<file path="src/rtl/assert_macros.svh">
// ----------------------------------------------------------------------------
// assert_macros.svh
// Concurrent assertion shorthands, sampled on clk, off while rst_n is low.
// ----------------------------------------------------------------------------
`ifndef ASSERT_MACROS_SVH
`define ASSERT_MACROS_SVH

// Expression must hold at every edge out of reset.
`define AST_ALWAYS(lbl, expr, msg) \
  lbl: assert property (@(posedge clk) disable iff (!rst_n) (expr)) else $error(msg);

// Antecedent in this cycle implies consequent in the same cycle.
`define AST_SAME(lbl, ante, cons, msg) \
  lbl: assert property (@(posedge clk) disable iff (!rst_n) (ante) |-> (cons)) \
    else $error(msg);

// Antecedent in this cycle implies consequent in the next cycle.
`define AST_NEXT(lbl, ante, cons, msg) \
  lbl: assert property (@(posedge clk) disable iff (!rst_n) (ante) |=> (cons)) \
    else $error(msg);

`endif

</file>
<file path="src/rtl/wbps_pkg.sv">
// ----------------------------------------------------------------------------
// wbps_pkg
// Shared types and constants of the wildcard byte pattern scan unit.
// ----------------------------------------------------------------------------
package wbps_pkg;

  localparam int unsigned PAT_BYTES = 16;              // bytes held by pattern regs
  localparam int unsigned PAT_W     = PAT_BYTES * 8;
  localparam int unsigned LEN_W     = 5;
  localparam int unsigned POS_W     = 32;
  localparam int unsigned CFG_W     = 64;
  localparam int unsigned CFG_IDX_W = 2;

  // register indexes
  localparam logic [CFG_IDX_W-1:0] REG_PATTERN_LO  = 2'd0;
  localparam logic [CFG_IDX_W-1:0] REG_PATTERN_HI  = 2'd1;
  localparam logic [CFG_IDX_W-1:0] REG_PATTERN_LEN = 2'd2;

  localparam logic [POS_W-1:0] POS_MAX = '1;

  typedef logic [7:0]       byte_t;
  typedef logic [LEN_W-1:0] len_t;
  typedef logic [POS_W-1:0] pos_t;

  typedef struct packed {
    logic found;
    pos_t match_offset;
  } res_t;

endpackage

</file>
<file path="src/rtl/wildcard_byte_pattern_scan_unit.sv">
// ----------------------------------------------------------------------------
// wildcard_byte_pattern_scan_unit
// Streams bytes through a row of window cells and reports the first match of
// a wildcard pattern per region, or a not-found word when the region ends.
//
//   channel | direction | handshake          | payload
//   --------+-----------+--------------------+---------------------------------
//   in      | input     | in_valid/in_stall  | data_byte, first/last_of_region
//   out     | output    | out_valid/out_stall| found, match_offset
//   cfg     | input     | cfg_wr_en          | cfg_index, cfg_wdata
//
// One byte per cycle while in_stall is low. The compare runs on the byte as it
// enters, so a result word is registered at the edge that accepts its byte.
// Reset (rst_n low, synchronous) empties the output buffer, clears position
// and match flag, and sets pattern_len to 1 with an all-wildcard pattern.
// Input stalls only when both output entries hold words, i.e. after the
// downstream side has stalled for at least two result words.
// ----------------------------------------------------------------------------
module wildcard_byte_pattern_scan_unit #(
  parameter int unsigned MAX_PATTERN = 16
) (
  input  logic                              clk,
  input  logic                              rst_n,
  // input bytes
  input  logic                              in_valid,
  output logic                              in_stall,
  input  wbps_pkg::byte_t                   in_data_byte,
  input  logic                              in_first_of_region,
  input  logic                              in_last_of_region,
  // results
  output logic                              out_valid,
  input  logic                              out_stall,
  output logic                              out_found,
  output wbps_pkg::pos_t                    out_match_offset,
  // configuration
  input  logic                              cfg_wr_en,
  input  logic [wbps_pkg::CFG_IDX_W-1:0]    cfg_index,
  input  logic [wbps_pkg::CFG_W-1:0]        cfg_wdata
);
  import wbps_pkg::*;

  `include "assert_macros.svh"

  localparam len_t MAX_LEN = LEN_W'(MAX_PATTERN);

  // configuration registers
  logic [CFG_W-1:0] pattern_lo_r;
  logic [CFG_W-1:0] pattern_hi_r;
  len_t             pattern_len_r;
  logic [PAT_W-1:0] pattern;
  len_t             eff_len;

  // scan control
  pos_t position_r, position_nxt;
  logic already_found_r, already_found_nxt;
  logic in_accept;
  logic af_eff;      // match flag after a region start clears it
  logic work;        // byte is shifted into the window
  pos_t pos_base;
  logic all_hit;
  logic matched;
  logic emit;
  res_t res;
  res_t out_res;

  // cell row
  byte_t                  win  [MAX_PATTERN];
  logic [MAX_PATTERN-1:0] hit;

  // ---------------------------------------------------------------- config
  always_ff @(posedge clk) begin
    if (!rst_n) begin
      pattern_lo_r  <= '0;
      pattern_hi_r  <= '0;
      pattern_len_r <= len_t'(1);
    end else if (cfg_wr_en) begin
      unique case (cfg_index)
        REG_PATTERN_LO:  pattern_lo_r  <= cfg_wdata;
        REG_PATTERN_HI:  pattern_hi_r  <= cfg_wdata;
        REG_PATTERN_LEN: pattern_len_r <= cfg_wdata[LEN_W-1:0];
        default: ;  // unmapped index, write dropped
      endcase
    end
  end

  assign pattern = {pattern_hi_r, pattern_lo_r};

  // zero length acts as one, long lengths clip to the window depth
  always_comb begin
    priority if (pattern_len_r == '0) begin
      eff_len = len_t'(1);
    end else if (pattern_len_r > MAX_LEN) begin
      eff_len = MAX_LEN;
    end else begin
      eff_len = pattern_len_r;
    end
  end

  // ---------------------------------------------------------------- cells
  assign in_accept = in_valid && !in_stall;
  assign af_eff    = in_first_of_region ? 1'b0 : already_found_r;
  assign work      = in_accept && !af_eff;

  for (genvar k = 0; k < MAX_PATTERN; k++) begin : g_cell
    byte_t din;
    if (k == 0) begin : g_head
      assign din = in_data_byte;
    end else begin : g_link
      assign din = win[k-1];
    end
    wbps_cell #(
      .IDX (k)
    ) u_cell (
      .clk      (clk),
      .shift_en (work),
      .first    (in_first_of_region),
      .din      (din),
      .pattern  (pattern),
      .eff_len  (eff_len),
      .dout     (win[k]),
      .hit      (hit[k])
    );
  end

  assign all_hit = &hit;

  // ---------------------------------------------------------------- position
  // saturating count of bytes taken in the region, including this one
  assign pos_base     = in_first_of_region ? '0 : position_r;
  assign position_nxt = (pos_base == POS_MAX) ? POS_MAX : pos_base + pos_t'(1);

  assign matched = (position_nxt >= pos_t'(eff_len)) && all_hit;
  assign emit    = work && (matched || in_last_of_region);

  always_comb begin
    res.found        = matched;
    res.match_offset = matched ? (position_nxt - pos_t'(eff_len)) : '0;
  end

  // once set, later bytes of the region are dropped until the next start
  assign already_found_nxt = af_eff || matched || in_last_of_region;

  always_ff @(posedge clk) begin
    if (!rst_n) begin
      position_r      <= '0;
      already_found_r <= 1'b0;
    end else if (in_accept) begin
      already_found_r <= already_found_nxt;
      if (work) begin
        position_r <= position_nxt;
      end
    end
  end

  // ---------------------------------------------------------------- output
  wbps_out_buf u_out_buf (
    .clk       (clk),
    .rst_n     (rst_n),
    .push      (emit),
    .push_res  (res),
    .full      (in_stall),
    .out_valid (out_valid),
    .out_stall (out_stall),
    .out_res   (out_res)
  );

  assign out_found        = out_res.found;
  assign out_match_offset = out_res.match_offset;

  // ---------------------------------------------------------------- checks
  `AST_SAME(a_notfound_zero, out_valid && !out_found, out_match_offset == '0, "not-found word carries an offset")
  `AST_NEXT(a_last_closes, in_accept && in_last_of_region, already_found_r, "region end did not close the region")
  `AST_SAME(a_offset_range, emit && matched, res.match_offset < position_nxt, "match offset beyond position")

endmodule

</file>
<file path="src/rtl/wbps_cell.sv">
// ----------------------------------------------------------------------------
// wbps_cell
// One window byte: shifts in from its neighbor and compares the byte it is
// about to hold against its pattern byte.
// ----------------------------------------------------------------------------
module wbps_cell #(
  parameter int unsigned IDX = 0
) (
  input  logic                 clk,
  input  logic                 shift_en,
  input  logic                 first,
  input  wbps_pkg::byte_t      din,
  input  logic [wbps_pkg::PAT_W-1:0] pattern,
  input  wbps_pkg::len_t       eff_len,
  output wbps_pkg::byte_t      dout,
  output logic                 hit
);
  import wbps_pkg::*;

  localparam len_t IDX_L = LEN_W'(IDX);

  byte_t      win_r;
  byte_t      win_nxt;
  logic       in_use;
  logic [3:0] sel;
  byte_t      pat;

  // start of region clears the rest of the window; cell 0 still takes the byte
  assign win_nxt = (first && (IDX != 0)) ? '0 : din;

  // pattern byte (n-1-IDX) lines up with this window slot
  assign in_use = IDX_L < eff_len;
  assign sel    = 4'(eff_len - IDX_L - len_t'(1));
  assign pat    = pattern[{sel, 3'b000} +: 8];
  assign hit    = !in_use || (pat == '0) || (pat == win_nxt);

  always_ff @(posedge clk) begin
    if (shift_en) begin
      win_r <= win_nxt;
    end
  end

  assign dout = win_r;

endmodule

</file>
<file path="src/rtl/wbps_out_buf.sv">
// ----------------------------------------------------------------------------
// wbps_out_buf
// Two-entry output buffer: output register plus skid slot.
// ----------------------------------------------------------------------------
module wbps_out_buf (
  input  logic            clk,
  input  logic            rst_n,
  input  logic            push,
  input  wbps_pkg::res_t  push_res,
  output logic            full,
  output logic            out_valid,
  input  logic            out_stall,
  output wbps_pkg::res_t  out_res
);
  import wbps_pkg::*;

  logic main_v_r, main_v_nxt;
  logic skid_v_r, skid_v_nxt;
  res_t main_r, main_nxt;
  res_t skid_r, skid_nxt;
  logic take;

  assign take = main_v_r && !out_stall;

  always_comb begin
    main_v_nxt = main_v_r;
    skid_v_nxt = skid_v_r;
    main_nxt   = main_r;
    skid_nxt   = skid_r;
    priority if (!main_v_r || take) begin
      if (skid_v_r) begin
        main_nxt   = skid_r;
        main_v_nxt = 1'b1;
        skid_v_nxt = push;
        skid_nxt   = push_res;
      end else begin
        main_v_nxt = push;
        main_nxt   = push_res;
      end
    end else if (push) begin
      skid_v_nxt = 1'b1;
      skid_nxt   = push_res;
    end else begin
      // output held and nothing new: both entries keep their words
    end
  end

  always_ff @(posedge clk) begin
    if (!rst_n) begin
      main_v_r <= 1'b0;
      skid_v_r <= 1'b0;
    end else begin
      main_v_r <= main_v_nxt;
      skid_v_r <= skid_v_nxt;
    end
  end

  always_ff @(posedge clk) begin
    main_r <= main_nxt;
    skid_r <= skid_nxt;
  end

  assign full      = skid_v_r;
  assign out_valid = main_v_r;
  assign out_res   = main_r;

endmodule
</file>
<file path="config.mk">
export PLATFORM = sky130hd
export DESIGN_NAME = wildcard_byte_pattern_scan_unit
export DESIGN_NICKNAME = d
export VERILOG_FILES = /design/src/rtl/wbps_pkg.sv /design/src/rtl/wildcard_byte_pattern_scan_unit.sv /design/src/rtl/wbps_cell.sv /design/src/rtl/wbps_out_buf.sv
export VERILOG_INCLUDE_DIRS = /design/src /design/src/rtl
export SDC_FILE = /design/constraint.sdc
export NUM_CORES = 1
export LEC_CHECK = 0
export BUFFER_PORTS_ARGS = -buffer_cell sky130_fd_sc_hd__buf_2
export CAP_MARGIN = 20
export CORE_MARGIN = 5
export CORE_UTILIZATION = 40
export DETAILED_ROUTE_END_ITERATION = 16
export GPL_TIMING_DRIVEN = 0
export PLACE_DENSITY = 0.6
export SLEW_MARGIN = 25
export SYNTH_ARGS = -nofsm -noshare
export SYNTH_HDL_FRONTEND = slang
export SYNTH_SLANG_ARGS = --single-unit
</file>
<file path="constraint.sdc">
create_clock -name clk -period 10.8 [get_ports clk]
set_input_delay 2.7 -clock clk [delete_from_list [all_inputs] [get_ports clk]]
set_output_delay 2.7 -clock clk [all_outputs]
set_load 0.01 [all_outputs]
</file>
### Word level (Yosys, flattened, before mapping)

Index checks and enable logic that the tools add are counted.
Widths: inputs -> output; s select.

* mux-type cells: 29
* shifts and indexed selects: 16
* bitwise logic cells: 0
* add/subtract/negate cells: 32
* multiply operators: 0
* div/mod/pow operators: 0
* eq/ne operators: 20
* $lt $le $gt $ge: 18
* reduce and logical (&&, ||, !) cells: 86

Operators with widths (count)
* $shiftx 128x8->8: 16
* $mux 33: 4
* $eq 8x8->1: 16
* $logic_not 8->1: 16
* $mux 8: 15
* $mux 32: 3
* $sub 4x1->4 const B: 16
* $lt 4x5->1 const A: 8
* $logic_or 1x1->1: 36
* $add 32x1->32 const B: 1
* $eq 32x32->1 const B: 1
* $ge 32x5->1: 1
* $sub 32x5->32: 1
* $sub 4x4->4 const B: 8
* $logic_not 1->1: 20
* $lt 3x5->1 const A: 4
* $reduce_and 16->1: 1
* $sub 4x3->4 const B: 4
* $lt 1x5->1 const A: 2
* $lt 2x5->1 const A: 2
* $mux 5: 2
* $reduce_and 2->1: 5
* $sub 4x2->4 const B: 2
* $gt 5x5->1 const B: 1
* 8 further kinds: 16

* bits in writable memories: 0
* register bits after elaboration: 354
* latch bits: 0
* memories: 0
* input bits: 81
* ROM bits: 0
* word-level logic and storage cells: 227

### Longest topological paths before layout

Gate-level depths: netlist (run 1).

* depth after elaboration: 15
* gate-level depth with buffers: 31
* depth with buffers taken out: 20

### By module

From an unflattened synthesis (run 1), not the netlist that was laid out.

* cells, all modules: 3465
* area, all modules: 37430.9 µm²

By module, submodules not included
* wildcard_byte_pattern_scan_unit: area an instance 8102.8 µm², times used 1, sequential area each 3323.2 µm², cells each 1085
* wbps_out_buf: area an instance 2607.5 µm², times used 1, sequential area each 2021.9 µm², cells each 113
* wbps_cell (g_cell[8].u_cell): area an instance 1790.5 µm², times used 1, sequential area each 240.2 µm², cells each 153
* wbps_cell (g_cell[1].u_cell): area an instance 1778.0 µm², times used 1, sequential area each 240.2 µm², cells each 167
* wbps_cell (g_cell[14].u_cell): area an instance 1764.2 µm², times used 1, sequential area each 240.2 µm², cells each 134
* wbps_cell (g_cell[15].u_cell): area an instance 1744.2 µm², times used 1, sequential area each 240.2 µm², cells each 176
* wbps_cell (g_cell[4].u_cell): area an instance 1744.2 µm², times used 1, sequential area each 240.2 µm², cells each 146
* wbps_cell (g_cell[10].u_cell): area an instance 1700.4 µm², times used 1, sequential area each 240.2 µm², cells each 138
* wbps_cell (g_cell[7].u_cell): area an instance 1684.1 µm², times used 1, sequential area each 240.2 µm², cells each 157
* wbps_cell (g_cell[11].u_cell): area an instance 1675.4 µm², times used 1, sequential area each 240.2 µm², cells each 170
* wbps_cell (g_cell[13].u_cell): area an instance 1650.3 µm², times used 1, sequential area each 240.2 µm², cells each 133
* wbps_cell (g_cell[3].u_cell): area an instance 1641.6 µm², times used 1, sequential area each 240.2 µm², cells each 118
* wbps_cell (g_cell[12].u_cell): area an instance 1632.8 µm², times used 1, sequential area each 240.2 µm², cells each 119
* wbps_cell (g_cell[6].u_cell): area an instance 1632.8 µm², times used 1, sequential area each 240.2 µm², cells each 131
* +4 rows

### Least setup slack after synthesis (run 1)

Ideal clock, no wire load.

* path kind: input -> register
* start: in in_first_of_region
* end: reg u_out_buf.skid_r[0] (netlist name), enable pin
* arrival: 10248 ps
* setup slack: 118 ps
* stages on the path: 31
* path through: clkbuf_1 > clkbuf_1 > clkbuf_1 > clkbuf_1 > clkbuf_1 > clkbuf_1 > clkbuf_1 > nor2b_1 > ha_1 > nand3_1 > or3_1 > clkbuf_1 > nor3_1 > nor3b_1 > clkbuf_1 > clkbuf_1 > nor2_1 > fa_1 > nor2b_1 > o21ai_0 > nand2b_1 > a21oi_1 > and3_1 > and4b_1 > and3_1 > clkbuf_1 > nand3_1 > o2111a_1 > nand4_4 > buf_2 > a21oi_1

* cells in the longest elaborated chain, start to end: 9

Ends and longest elaborated chain
* from (decl): line wildcard_byte_pattern_scan_unit.sv:28 `input logic in_first_of_region,`
* $mux 32 or $mux 8 (tied branches): line wildcard_byte_pattern_scan_unit.sv:129, wbps_cell.sv:29
* $add 32x1->32 (tied with other cells): line wildcard_byte_pattern_scan_unit.sv:130 `assign position_nxt = (pos_base == POS_MAX) ? POS_MAX : pos_base + pos_t'(1);`
* $mux 32 or $logic_or 1x1->1 (tied branches): line wildcard_byte_pattern_scan_unit.sv:130, wbps_cell.sv:35
* $ge 32x5->1 or $reduce_and 16->1 (tied branches): line wildcard_byte_pattern_scan_unit.sv:132, wildcard_byte_pattern_scan_unit.sv:125
* $logic_and 1x1->1: line wildcard_byte_pattern_scan_unit.sv:132 `assign matched = (position_nxt >= pos_t'(eff_len)) && all_hit;`
* $logic_or 1x1->1: line wildcard_byte_pattern_scan_unit.sv:133 `assign emit = work && (matched || in_last_of_region);`
* $logic_and 1x1->1 *: line wildcard_byte_pattern_scan_unit.sv:133
* $reduce_bool 2->1 (no line) *
* $reduce_and 2->1 (no line) *
* to (signal assigned): line wbps_out_buf.sv:60 `skid_r <= skid_nxt;`
* to (decl): line wbps_out_buf.sv:20 `res_t skid_r, skid_nxt;`

Mark *: on every way between the ends. The rest lies on a longest branch, timed or not.
A chain may end at the register's enable or synchronous reset.

### Worst setup path in the final report (run 1)

* start: in in_first_of_region
* end: reg u_out_buf.skid_r[26] (netlist name), enable pin

The elaborated chain is that of the path after synthesis.

==> flow_summary.ini, run 1 <==
[detailed_routing]
vias = 24600
totalWireLength_mm = 120
viasPerCell = 6.62
wl_per_cell_um = 32.4
drt_iter0_drc = 3133
ant_nets = 0
drt_pass1_iterations = 6
drc = 0

[yosys]
synth-seq-cells = 354
synthTopCellsByArea = edfxtp_1 23%, dfxtp_1 14%, nand2_1 6.6%
syn_area_um2 = 24600
synth-edff-count = 186
ys.warnings.count = 0
yosysSeqAreaShare = 0.363
yosysTopAreaCellShare = 0.227
synth.distinct_cells = 92
avgSynthCellArea_um2 = 9.08
ys_async_sr_fraction = 0
synth_nets = 2806
synth_ff_type = edfxtp_1
yosys.area.top_type = edfxtp_1
syn_inst = 2714

[finish]
final_layout_size_suffix_gt1_frac = 0.155
most-common-layout-cells = 430 x nand2_1, 207 x a21oi_1, 186 x edfxtp_1
syn2layout_area_growth_pct = 13.0
final_area_um2 = 27800
final_nets = 2990
final_common_cell = nand2_1
fin_cells = 3720
diodes = 0
fillCellCount = 5959

[clock_network]
cts_tree = done
htree_num_levels = 2
hold_buffers = 0
root_buffer = clkbuf_16
cts.clk_slew.worst_paths_ns = 0.06
clock_path_buffers = 3
cts_buffers = 40
insertion_delay_ns = 0.58
cts.sinks = 354

[setup_path]
slowest_stage = fa_1
cp_common_cell = clkbuf_2
cp-start-kind = input pin
end_kind = flop
cp.required_ns = 11.06
worst-path-max-fanout = 22
cp.arrival_ns = 10.61
critPathMaxStageDelay_ns = 0.48
worstSetupPathType = input pin to flop

[sta]
maxSlewHeadroom = 0.177
worst_pin_slew_ns = 1.23
final_max_slew_viol_count = 0
finalHoldViolations = 0
fmax_mhz = 96.6
finClkSkew_ns = 0.0298
fin_ws_ns = 0.450
setup_viol = 0
period_needed_ns = 10.35
fin_crit_sh = 0.958
grt_setup_unrepaired = false

[die]
die_h_um = 258
core_area_um2 = 61400
die_area_um2 = 66700
start_util = 0.401
die_w_um = 258
ios = 116
rows = 91

[worst_hold_path]
hp-class = flop to flop

[grt]
grt_pass1_wl_mm = 170
grt_usage = 0.348
antenna_found_initial = 0
grt_pass1_vias = 23400
grt_max_degree = 56
gr-total-overflow = 0

[place]
place_inst = 3642
numPortBuffers = 115
gp_congestion = 1.11
dpl_worst_slack_ns = -1.62
place_area_um2 = 26500
hpwl_mm = 95.7

[run]
max-cap-violations = 0

[power_and_ir_drop]
ir_drop_mv = 0.107
fin_total_pwr_mw = 3.92
power.density_nw_per_um2 = 141
p_leak_nw = 10.2

[outcome]
status = complete, no violations
[critical path, delay by kind of cell]
kind / cells / cell delay, ns
buffers and inverters: 13 / 3.50
AND/OR/NAND/NOR: 13 / 2.98
AO/OA/AOI/OAI: 4 / 0.70
adder cells (fa/ha/maj): 2 / 0.67
[metrics by stage]
stage / utilization / hold WS [ns] / TNS [ns]
after detailed placement: 0.432 / 0.478 / -132.39
after global routing: 0.454 / 0.533 / 0
after CTS: 0.453 / 0.486 / 0
after floorplan: - / 0.461 / 0
after global placement: 0.427 / 0.476 / -300.96
final: 0.454 / 0.492 / 0
[sequential cells by signal, summed over array words and instances, names as in the netlist]
| name | cells |
|---|---|
| u_out_buf.out_res | 33 |
| pattern_hi_r | 64 |
| g_cell.u_cell.dout | 120 |
| u_out_buf.full | 1 |
| already_found_r | 1 |
| u_out_buf.skid_r | 33 |
| u_out_buf.out_valid | 1 |
| pattern_len_r | 5 |
| pattern_lo_r | 64 |
| position_r | 32 |
[area by class of cell]
type | instances | area, um^2 | share of cell area
multi-input cells | 2128 | 14900 | 0.534
flip-flops and latches | 354 | 8950 | 0.321
clock buffers | 54 | 1100 | 0.0394
well taps | 790 | 988 | 0.0355
plain buffers | 203 | 842 | 0.0302
repair buffers | 143 | 818 | 0.0294
clock inverters | 20 | 165 | 0.00593
inverters | 28 | 108 | 0.00386
[report_power, final]
| group | switching, mW | internal (mW) |
|---|---|---|
| Clock | 0.583 | 0.763 |
| Sequential | 0.0723 | 1.55 |
| Combinational | 0.619 | 0.330 |
[path summary, 6_finish.rpt]
path                     endpoint  depth (start not counted)  slack (ns)               start
max          u_out_buf.skid_r[26]                         32        0.45  in_first_of_region
max reg2reg  u_out_buf.skid_r[26]                         23        0.90    pattern_len_r[4]
min                position_r[30]                          2        0.49      position_r[30]
min reg2reg        position_r[30]                          2        0.49      position_r[30]
[layer usage]
layer  wire [um]  vias to the layer above  track usage
met4        8770                        0        0.197
met5           0                        -            0
met3       11700                      357       0.0804
met2       52800                     1494        0.540
met1       47100                    12200        0.447
li1            -                    10600            -
[Yosys cell counts (21+ instances only)]
library cell	number
a221oi_1	27
o21ai_0	50
nand3b_1	21
mux2_2	61
a211oi_1	85
nand3_1	50
edfxtp_1	186
clkbuf_1	146
nor2b_1	129
buf_2	25
dfxtp_1	168
a222oi_1	22
mux4_2	67
buf_1	28
nand2_1	431
nor2_1	165
a21oi_1	208
a211o_1	30
nor3_1	43
o31ai_2	32
nor4_1	42
inv_1	23
a32o_1	29
xor2_1	51
nand4_1	30
mux2i_1	73
xnor2_1	87
a22oi_1	95
[repair_timing]
item,in CTS,in global routing
pin swaps,1,0
cloned,0,0
endpoints found under the setup margin,102,102
gates resized for setup,7,5
buffers inserted,2,0
[logic make-up (layout without fill, tap and decap cells)]
| kind of cell | count (synthesis) | after routing | synth area share |
|---|---|---|---|
| and+or+nand+nor | 1046 | 1046 | 0.209 |
| AOI/OAI and AO/OA | 731 | 731 | 0.215 |
| DFF | 354 | 354 | 0.363 |
| buffers and inverters | 232 | 448 | 0.0381 |
| muxes | 201 | 201 | 0.119 |
| xor gates and xnor gates | 139 | 139 | 0.0502 |
| adders and majority gates | 11 | 11 | 0.00589 |
Power figures use the tool's default switching activity.
==> run 2: changes to the inputs <==
--- a/config.mk
+++ b/config.mk
@@ -6,10 +6,12 @@
 export SDC_FILE = /design/constraint.sdc
 export NUM_CORES = 1
 export LEC_CHECK = 0
+export ABC_AREA = 1
 export BUFFER_PORTS_ARGS = -buffer_cell sky130_fd_sc_hd__buf_2
 export CAP_MARGIN = 20
 export CORE_MARGIN = 5
 export CORE_UTILIZATION = 40
+export CTS_BUF_LIST = sky130_fd_sc_hd__clkbuf_8
 export DETAILED_ROUTE_END_ITERATION = 16
 export GPL_TIMING_DRIVEN = 0
 export PLACE_DENSITY = 0.6
==> run 2 against run 1 <==
Via count grew 21%. Critical path depth shrank 2. Total power grew 10%. Setup slack gained 2.5 ns. Maximum frequency grew 32%. Global-route usage grew 8.7 points. Final cell count grew 32%. Largest cell class unchanged. Critical path type unchanged.
==> flow_summary.ini, run 2 <==
[outcome]
status = complete, no violations

[detailed_routing]
drc = 0
totalWireLength_mm = 151
vias = 29700
viasPerCell = 6.06
wl_per_cell_um = 30.7
ant_nets = 0
drt_iter0_drc = 4818
drt_pass1_iterations = 7

[yosys]
synth_ff_type = edfxtp_1
netlist_top_cells_count = 1207 x nand2_1, 1020 x nand3_1, 335 x nor2_1, 301 x inv_1, 186 x edfxtp_1
yosys.area.top_type = edfxtp_1
yosys.cell_count.top_type = nand2_1
synthTopCellsByArea = edfxtp_1 23%, nand3_1 21%, nand2_1 18%
syn_inst = 3881
synth-edff-count = 186
syn_area_um2 = 24700
yosysSeqAreaShare = 0.363
avgSynthCellArea_um2 = 6.36
synth.distinct_cells = 48
ys.warnings.count = 0
synth_nets = 3973
synth-seq-cells = 354
yosysTopAreaCellShare = 0.226
ys_async_sr_fraction = 0

[setup_path]
cp-start-kind = input pin
end_kind = flop
worst-path-max-fanout = 18
cp_common_cell = nand2_1
slowest_stage = a21oi_4
critPathMaxStageDelay_ns = 0.60
cp.arrival_ns = 8.26
worstSetupPathType = input pin to flop
cp.required_ns = 11.20

[finish]
final_nets = 4154
largest_register_ffs = 120
most-common-layout-cells = 1206 x nand2_1, 1020 x nand3_1, 335 x nor2_1
syn2layout_area_growth_pct = 11.5
final_common_cell = nand2_1
fillCellCount = 6592
fin_cells = 4901
post-route-util = 0.448
final_layout_size_suffix_gt1_frac = 0.0822

[sta]
fmax_mhz = 127
finalHoldViolations = 0
period_needed_ns = 7.86
final_max_slew_viol_count = 0
fin_crit_sh = 0.728
tns_ns = 0
maxSlewHeadroom = 0.266
finClkSkew_ns = 0.0359
setup_viol = 0
grt_setup_unrepaired = false
worst_pin_slew_ns = 1.10

[clock_network]
htree_num_levels = 2
post_cts_buffers = 0
cts.sinks = 354
insertion_delay_ns = 0.72
cts.clk_slew.worst_paths_ns = 0.06
cts_buffers = 61
cts_resized = 0
hold_buffers = 0
clock_path_buffers = 3
cts_tree = done
root_buffer = clkbuf_8

[place]
numPortBuffers = 114
hpwl_mm = 125
place_inst = 4789
gp_congestion = 1.14

[grt]
antenna_found_initial = 2
grt_max_degree = 47
grt_usage = 0.434
grt_pass1_vias = 26600
grt_pass1_wl_mm = 205
gr-total-overflow = 0

[die]
start_util = 0.402
die_h_um = 258
core_area_um2 = 61400
die_w_um = 258
die_area_um2 = 66800
ios = 116
rows = 91

[power_and_ir_drop]
power.density_nw_per_um2 = 157
ir_drop_mv = 0.0976
p_leak_nw = 13.5

[worst_hold_path]
hp-class = flop to flop

[run]
max-cap-violations = 0
run 2: changes by cell type after synthesis, sizes merged, moves of 62 or more:
cell,previous run,this run
nand2,431,1214
inv,25,313
o21ai,54,174
mux2i,73,0
xnor2,87,14
nor2b,129,0
mux4,67,0
a21oi,208,113
a211oi,87,1
clkbuf,146,84
nor2,166,356
nand3,50,1021
a22oi,95,2
run 2: cells by family after synthesis:
logic type	synth area share
AO/OA/AOI/OAI	0.0643
adder cells (fa/ha/maj)	0.00588
AND/OR/NAND/NOR	0.468
buffers and inverters	0.0833
XOR/XNOR	0.0156
flip-flops	0.363
run 2: area by class of cell:
cell class / count / area, um^2 / share of cell area
flip-flops and latches: 354 / 8950 / 0.325
multi-input cells: 3019 / 13700 / 0.498
clock inverters: 44 / 226 / 0.00823
diodes: 1 / 2.50 / 0.0000910
well taps: 790 / 988 / 0.0359
clock buffers: 67 / 922 / 0.0335
repair buffers: 118 / 666 / 0.0242
inverters: 314 / 1180 / 0.0428
plain buffers: 194 / 882 / 0.0321
run 2: worst paths after layout:
| path | slack, ns | start | cells after the start | end |
|---|---|---|---|---|
| worst max-delay path | 2.94 | in_first_of_region | 30 | u_out_buf.skid_r[6] |
| worst min-delay path | 0.47 | pattern_hi_r[17] | 2 | pattern_hi_r[17] |
| worst max register to register | 3.60 | pattern_len_r[2] | 27 | u_out_buf.skid_r[6] |
| worst min register to register | 0.47 | pattern_hi_r[17] | 2 | pattern_hi_r[17] |
run 2: worst max-delay path, delay by kind of cell:
| family | cells | cell delay [ns] |
|---|---|---|
| AND/OR/NAND/NOR | 17 | 2.62 |
| AO/OA/AOI/OAI | 2 | 0.79 |
| buffers and inverters | 8 | 1.16 |
| adder cells (fa/ha/maj) | 3 | 0.94 |
run 2: layer usage:
| metal | GRT usage | part of all wire |
|---|---|---|
| met5 | 0 | 0 |
| met4 | 0.255 | 0.078 |
| met3 | 0.120 | 0.12 |
| met2 | 0.631 | 0.41 |
| met1 | 0.577 | 0.39 |
run 2: power breakdown:
part / internal [mW] / switching [mW]
clock: 0.594 / 0.615
sequential: 1.49 / 0.0701
combinational: 0.381 / 1.17
total: 2.47 / 1.86
run 2: per-stage QoR:
step           hold slack, ns  power [mW]  cell area [um^2]  setup WS (ns)
4_1_cts                 0.468        4.24             27500           3.10
3_3_place_gp            0.463        3.06             26200         -0.584
3_5_place_dp            0.460        3.05             26400           2.37
5_1_grt                 0.506        4.48             27500           2.55
2_1_floorplan           0.444        2.44             24700           2.68
6_report                0.472        4.33             27500           2.94
